### src/sv/bblur_pkg.sv
// Shared types, constants and the reciprocal table for the 3x3 box blur.
// No dependencies; bblur_ctrl, bblur_dp and the top refer to this package by scope.
package bblur_pkg;

  localparam int PIX_W       = 24;  // packed {red, green, blue}
  localparam int CH_W        = 8;
  localparam int SUM_W       = 12;  // 9 * 255 fits
  localparam int NUM_W       = 13;  // 2*sum + count
  localparam int CNT_W       = 4;   // neighbor count, 1..9
  localparam int RECIP_W     = 20;
  localparam int RECIP_SHIFT = 20;
  localparam int PROD_W      = NUM_W + RECIP_W;

  localparam int IMG_W_BITS  = 11;
  localparam int IMG_H_BITS  = 16;
  localparam int APB_DW      = 32;
  localparam int APB_AW      = 3;

  localparam logic [IMG_W_BITS-1:0] WIDTH_RESET  = 11'd1024;
  localparam logic [IMG_H_BITS-1:0] HEIGHT_RESET = 16'd768;

  // register index, taken from paddr[2]
  localparam logic REG_IDX_WIDTH  = 1'b0;
  localparam logic REG_IDX_HEIGHT = 1'b1;

  typedef logic [PIX_W-1:0] pix_t;

  typedef enum logic [3:0] {
    ST_IDLE,
    ST_PWR,
    ST_DR0,
    ST_DR1,
    ST_DR2,
    ST_DR3,
    ST_SUM_A,
    ST_EMIT_A,
    ST_SUM_B,
    ST_EMIT_B,
    ST_SUM_D,
    ST_EMIT_D
  } bblur_state_t;

  // which result is being formed: left one, row-end one, or a drain one
  typedef enum logic [1:0] {
    RSEL_A,
    RSEL_B,
    RSEL_D
  } res_sel_t;

  typedef enum logic [1:0] {
    ADDR_COL,
    ADDR_DM1,
    ADDR_D,
    ADDR_DP1
  } addr_sel_t;

  typedef struct packed {
    logic      capture;   // latch the incoming pixel
    logic      pix_wr;    // update line stores and counters
    logic      shift;     // shift the window, new column from the stores
    addr_sel_t addr_sel;
    logic      sum_en;
    res_sel_t  res_sel;
    logic      push;      // load the output register
  } bblur_cmd_t;

  typedef struct packed {
    logic pix_ok;
    logic drn_ok;
    logic has_a;
    logic has_b;
    logic pend_b;
    logic out_free;
  } bblur_status_t;

  // ceil(2^19 / cnt): floor((2s+cnt) / (2cnt)) = ((2s+cnt) * m) >> 20
  // exactly for every numerator below 2^13
  function automatic logic [RECIP_W-1:0] recip(input logic [CNT_W-1:0] cnt);
    logic [RECIP_W-1:0] m;
    case (cnt)
      4'd2:    m = 20'd262144;
      4'd3:    m = 20'd174763;
      4'd4:    m = 20'd131072;
      4'd5:    m = 20'd104858;
      4'd6:    m = 20'd87382;
      4'd7:    m = 20'd74899;
      4'd8:    m = 20'd65536;
      4'd9:    m = 20'd58255;
      default: m = 20'd524288;
    endcase
    return m;
  endfunction

endpackage

### src/sv/bblur_ctrl.sv
// Sequencer for the box blur: steps each request through store access and
// window shift and, where a result is due, sum and output. Depends on bblur_pkg.
module bblur_ctrl (
  input  logic                    clk,
  input  logic                    rst_n,
  input  logic                    in_valid,
  input  logic                    in_command,
  output logic                    in_ready,
  input  bblur_pkg::bblur_status_t st,
  output bblur_pkg::bblur_cmd_t    cmd
);

  bblur_pkg::bblur_state_t state_r, state_nxt;

  always_ff @(posedge clk) begin
    if (!rst_n) begin
      state_r <= bblur_pkg::ST_IDLE;
    end else begin
      state_r <= state_nxt;
    end
  end

  always_comb begin
    state_nxt    = state_r;
    cmd          = '0;
    cmd.addr_sel = bblur_pkg::ADDR_COL;
    cmd.res_sel  = bblur_pkg::RSEL_A;
    in_ready     = 1'b0;
    case (state_r)
      bblur_pkg::ST_IDLE: begin
        // store read at col runs here so data is ready right after accept
        in_ready = 1'b1;
        if (in_valid) begin
          cmd.capture = 1'b1;
          if (!in_command && st.pix_ok) begin
            state_nxt = bblur_pkg::ST_PWR;
          end else if (in_command && st.drn_ok) begin
            state_nxt = bblur_pkg::ST_DR0;
          end
        end
      end
      bblur_pkg::ST_PWR: begin
        cmd.pix_wr = 1'b1;
        cmd.shift  = 1'b1;
        if (st.has_a) begin
          state_nxt = bblur_pkg::ST_SUM_A;
        end else if (st.has_b) begin
          state_nxt = bblur_pkg::ST_SUM_B;
        end else begin
          state_nxt = bblur_pkg::ST_IDLE;
        end
      end
      bblur_pkg::ST_DR0: begin
        cmd.addr_sel = bblur_pkg::ADDR_DM1;
        state_nxt    = bblur_pkg::ST_DR1;
      end
      bblur_pkg::ST_DR1: begin
        cmd.addr_sel = bblur_pkg::ADDR_D;
        cmd.shift    = 1'b1;
        state_nxt    = bblur_pkg::ST_DR2;
      end
      bblur_pkg::ST_DR2: begin
        cmd.addr_sel = bblur_pkg::ADDR_DP1;
        cmd.shift    = 1'b1;
        state_nxt    = bblur_pkg::ST_DR3;
      end
      bblur_pkg::ST_DR3: begin
        cmd.shift = 1'b1;
        state_nxt = bblur_pkg::ST_SUM_D;
      end
      bblur_pkg::ST_SUM_A: begin
        cmd.sum_en = 1'b1;
        state_nxt  = bblur_pkg::ST_EMIT_A;
      end
      bblur_pkg::ST_EMIT_A: begin
        if (st.out_free) begin
          cmd.push  = 1'b1;
          state_nxt = st.pend_b ? bblur_pkg::ST_SUM_B : bblur_pkg::ST_IDLE;
        end
      end
      bblur_pkg::ST_SUM_B: begin
        cmd.sum_en  = 1'b1;
        cmd.res_sel = bblur_pkg::RSEL_B;
        state_nxt   = bblur_pkg::ST_EMIT_B;
      end
      bblur_pkg::ST_EMIT_B: begin
        cmd.res_sel = bblur_pkg::RSEL_B;
        if (st.out_free) begin
          cmd.push  = 1'b1;
          state_nxt = bblur_pkg::ST_IDLE;
        end
      end
      bblur_pkg::ST_SUM_D: begin
        cmd.sum_en  = 1'b1;
        cmd.res_sel = bblur_pkg::RSEL_D;
        state_nxt   = bblur_pkg::ST_EMIT_D;
      end
      bblur_pkg::ST_EMIT_D: begin
        cmd.res_sel = bblur_pkg::RSEL_D;
        if (st.out_free) begin
          cmd.push  = 1'b1;
          state_nxt = bblur_pkg::ST_IDLE;
        end
      end
      default: begin
        state_nxt = bblur_pkg::ST_IDLE;
      end
    endcase
  end

  // a drain sequence only starts once all rows of the frame are in
  property p_drain_start;
    @(posedge clk) disable iff (!rst_n)
      (state_r == bblur_pkg::ST_IDLE && state_nxt == bblur_pkg::ST_DR0) |-> st.drn_ok;
  endproperty
  a_drain_start: assert property (p_drain_start) else $error("drain started early");

endmodule

### config.mk
export PLATFORM = sky130hd
export DESIGN_NAME = bblur_ctrl
export DESIGN_NICKNAME = d
export VERILOG_FILES = /design/src/sv/bblur_pkg.sv /design/src/sv/bblur_ctrl.sv
export SDC_FILE = /design/constraint.sdc
export NUM_CORES = 1
export LEC_CHECK = 0
export BUFFER_PORTS_ARGS = -buffer_cell sky130_fd_sc_hd__buf_2
export CORE_AREA = 5 5 42 44
export CTS_CLUSTER_DIAMETER = 30
export DETAILED_ROUTE_END_ITERATION = 10
export DIE_AREA = 0 0 47 49
export PLACE_DENSITY_LB_ADDON = 0.3
export RECOVER_POWER = 50
export SKIP_LAST_GASP = 1
export SYNTH_ARGS = -nofsm -noshare
export SYNTH_HDL_FRONTEND = slang
export SYNTH_SLANG_ARGS = --single-unit
### constraint.sdc
create_clock -name clk -period 1.3 [get_ports clk]
set_input_delay 0 -clock clk [delete_from_list [all_inputs] [get_ports clk]]
set_output_delay 0 -clock clk [all_outputs]
set_load 0.01 [all_outputs]
[Yosys cells after proc, flatten, opt, wreduce, memory -nomap -nowiden]
Cells that the tools add are included.
Operators by class
  shift-type cells: 0
  div/mod/pow operators: 0
  mux-type cells: 19
  multipliers: 0
  magnitude comparators: 0
  bitwise logic cells: 0
  add/subtract/negate cells: 0
  equality and inequality tests: 15
  reductions and logical operators: 11
Operators by type and width (count)
  $pmux W4 S11: 1
  $mux W4: 8
  $eq A4 B3 Y1 const B: 4
  $eq A4 B4 Y1 const B: 4
  $eq A4 B2 Y1 const B: 2
  $mux W1: 8
  $pmux W2 S3: 1
  $reduce_or A2 Y1: 3
  $reduce_or A3 Y1: 2
  $eq A4 B1 Y1 const B: 1
  $logic_not A4 Y1: 1
  $ne A2 B2 Y1 const B: 2
  $pmux W2 S2: 1
  $reduce_and A4 Y1: 1
  $reduce_or A4 Y1: 1
  $ne A3 B3 Y1 const B: 1
  $logic_and A1 B1 Y1: 2
  $ne A2 B1 Y1 const B: 1
  $logic_not A1 Y1: 1
Word-level totals
  bits in read-only memories: 0
  memories: 0
  memory bits (writable): 0
  latch bits: 0
  output and inout bits: 10
  input port bits: 10
  register bits after elaboration: 4
  logic and storage cells: 46

[Longest topological paths before layout]
  word-level depth: 5
  mapped depth: 5
  depth with buffers taken out: 4

[Least setup slack after synthesis]
Ideal clock, no wire load.
  kind: flip-flop to flip-flop
  from: register state_r[2]
  to: register state_r[3]
  path buffers: 1
  data arrival time: 1.079 ns
  cell stages (with the launch flop): 5
  slack: 0.094 ns
  required time: 1.173 ns
  library setup time: 0.127 ns
  clock period less this slack: 1.206 ns
  cells stage by stage: dfxtp_1 -> clkbuf_8 -> nor4_4 -> a21o_2 -> o22ai_1
On the way
  cells in the longest elaborated chain, start to end: 4
  elaborated cells on any way between the ends: 19
  classes of those cells: eq/ne (15); mux (1); reduce/logical (3)
RTL lines
  start, declared: RTL line bblur_ctrl.sv:13  | bblur_pkg::bblur_state_t state_r, state_nxt;
  start signal, assigned: RTL line bblur_ctrl.sv:17  | state_r <= bblur_pkg::ST_IDLE;
  start signal, assigned: RTL line bblur_ctrl.sv:19  | state_r <= state_nxt;
  $eq A4 B4 Y1: RTL line bblur_ctrl.sv:29  | case (state_r)
  $reduce_or A2 Y1 (no source line)
  $ne A2 B1 Y1 (no source line)
  $reduce_and A4 Y1 (no source line)
Parallel ways exist; a longest one is shown, timed or not.
A chain may end at the register's enable or synchronous reset.

==> flow_summary.toml <==
[run_status]
outcome = "completed"

[synthesis]
synthTopCellsByArea = "dfxtp_1 (18%), nor2_1 (7.5%), buf_6 (7.5%)"
synthAdderAreaFrac_pct = 0
ys_types = 32
synth-xor-area-share_pct = 1.94
yosysWarnings = 0
synth_simple_gate_area_share_pct = 40.7
ys_seq_area_share_pct = 17.7
synth-edff-count = 0
syn_nets = 68
synth_compound_area_share_pct = 27.1
avgSynthCellArea_sq_um = 7.79
ys_async_sr_fraction_pct = 0
synth_ff_type = "dfxtp_1"
synth_top_family_by_area = "simple AND/OR/NAND/NOR gates"
netlist_area_sq_um = 452
yosysTopAreaCellShare_pct = 17.7
synth.most_common_cell = "nor2_1"
synth_common_cells = "nor2_1 (9), nand2_1 (6), a21oi_1 (4), dfxtp_1 (4), buf_6 (3)"
synth_cells = 58
synth_top_cell_by_area = "dfxtp_1"
ys_ff_latch = 4
muxShareOfSynthArea_pct = 0

[layout]
utilization_pct = 43.4
layout.nets = 94
largest_reg_flops = 4
synthToLayoutAreaGrowth_pct = 34.6
drive_gt1_share_pct = 54.9
antenna_cells = 0
top_register = "state_r"
reg_top3 = "state_r x4"

[clock_network]
cts_tree = "done"
cts.sinks = 4
clock_latency_ps = 230
clkTransAtPathRegs_ps = 40
numCtsBuffers = 3
clock_path_buffers = 2
root_buffer = "clkbuf_4"
cts_max_level = 1

[drt]
routed_wl_um = 1190
wl_per_cell_um = 12.2
drc = 0
viasPerCell = 5.01
drt_iter0_markers = 4
vias = 491
ant_nets = 0
dr.pass1.iters = 3

[timing]
slew_headroom_pct = 78.4
setup_viol = 0
period_needed_ps = 1240
rsz0062_at_grt = "yes"
fin_setup_tns_ps = 0
finalMaxSlewViolations = 0
post-route-period-util_pct = 95.7
finClkSkew_ps = 1.22
max_freq_ghz = 0.804
worst_slack_ps = 56.1
worstMarginPinSlew_ps = 324
timing.final.hold_violations = 0

[min_path]
hold_depth = 2
min_path_type = "primary input to register"

[worst_setup_path]
path_depth = 4
endpoint_kind = "primary output"
cp_top_family = "flip-flops"
crit_type = "register to primary output"
path_cells = "buf_4 -> nor2_1 -> a211oi_2 -> buf_2"
worst_path_max_delay_cell = "dfxtp_2"
crit_required_ps = 1300
critPathLaunchType = "register"
arrival_ps = 1240
cpPeakStageDelay_ps = 400
crit_path_max_fanout = 10
cp.buffers_inverters = 2
rr_worst_depth = 5

[floorplanning]
dieHeight_um = 49
core-area_sq_um = 1400
die-area_sq_um = 2300
dieWidth_um = 47
initial_core_util_pct = 32.2
rows = 14
ios = 20

[global_routing]
antenna_found_initial = 0
grt-ovfl-total = 0
grt_pass1_wl_um = 1770
track_usage_pct = 10.3
grt_max_degree = 17
grt_pass1_vias = 421

[pwr]
ir_worst_vdd_v = 0.000314
p_leak_nw = 0.276
cellPowerDensity_nw_per_um2 = 1060
power_w = 0.000645

[placement]
io_buffers = 19
hpwl_um = 860
globalplace.congestion = 0.679
preCtsSetupSlack_ps = 15.6

[job]
drv_cap = 0
-- final timing paths --
kind	from	endpoint	slack [ps]
max	state_r[2]$_SDFFE_PN0P_	cmd[6]	60
max reg2reg	state_r[1]$_SDFFE_PN0P_	state_r[0]$_SDFFE_PN0P_	110
min	rst_n	state_r[2]$_SDFFE_PN0P_	90
min reg2reg	state_r[0]$_SDFFE_PN0P_	state_r[3]$_SDFFE_PN0P_	660
-- worst register-to-register path, cell delays in order (launching register included) --
cell	delay [ps]
dfxtp_4	360
buf_4	140
nand3b_1	130
a21oi_2	90
a211oi_2	250
o2bb2ai_2	90
-- layout make-up --
type	count	area (sq um)
Clock buffer	3	22.5
Fill cell	155	793
Inverter	1	3.75
Multi-Input combinational cell	48	327
Sequential cell	4	87.6
Tap cell	16	20.0
Timing Repair Buffer	26	148
-- repair_timing --
item                       CTS  global route
setup buffers                0             3
hold buffers                 0             0
pin swaps                    0             2
setup endpoints to repair    6             4
gates resized for setup      3             4
-- cell usage in the layout (no fill, tap or decap), drive strengths merged, types with 2 or more instances in the layout --
cell type  synthesis  routed
a211oi             2       2
dfxtp              4       4
nor2               9       9
and2               2       2
buf                4      26
nand3              2       2
nor3b              2       2
clkbuf             1       3
o31ai              2       2
nor3               2       2
o21ai              4       4
nand2              6       6
a21oi              5       5
-- metal layers --
| metal | GRT usage (%) | share of wire, % | vias up |
|---|---|---|---|
| met1 | 14.7 | 48 | 219 |
| li1 | - | - | 257 |
| met5 | 0 | 0 | - |
| met2 | 14.0 | 46 | 15 |
| met4 | 6.91 | 0 | 0 |
| met3 | 0.738 | 6.3 | 0 |
-- kinds of logic after synthesis --
kind of cell | after synthesis
XOR/XNOR | 1
AND/OR/NAND/NOR | 30
buffers and inverters | 6
AO/OA/AOI/OAI | 17
flip-flops | 4
-- per-stage QoR --
step / area, sq um / hold WS [ps] / instances
4_1_cts: 578 / 85.8 / 96
3_5_place_dp: 552 / 301 / 93
3_3_place_gp: 552 / 306 / 93
6_report: 608 / 87.1 / 98
2_1_floorplan: 452 / 121 / 58
5_1_grt: 608 / 89.1 / 98
-- report_power, final --
group	leakage (nW)	switching (W)	internal (W)	total, W
clock	0.0138	0.0000505	0.000103	0.000154
sequential	0.0347	0.0000422	0.000141	0.000184
combinational	0.227	0.000150	0.000158	0.000308
(Power assumes the default switching activity.)
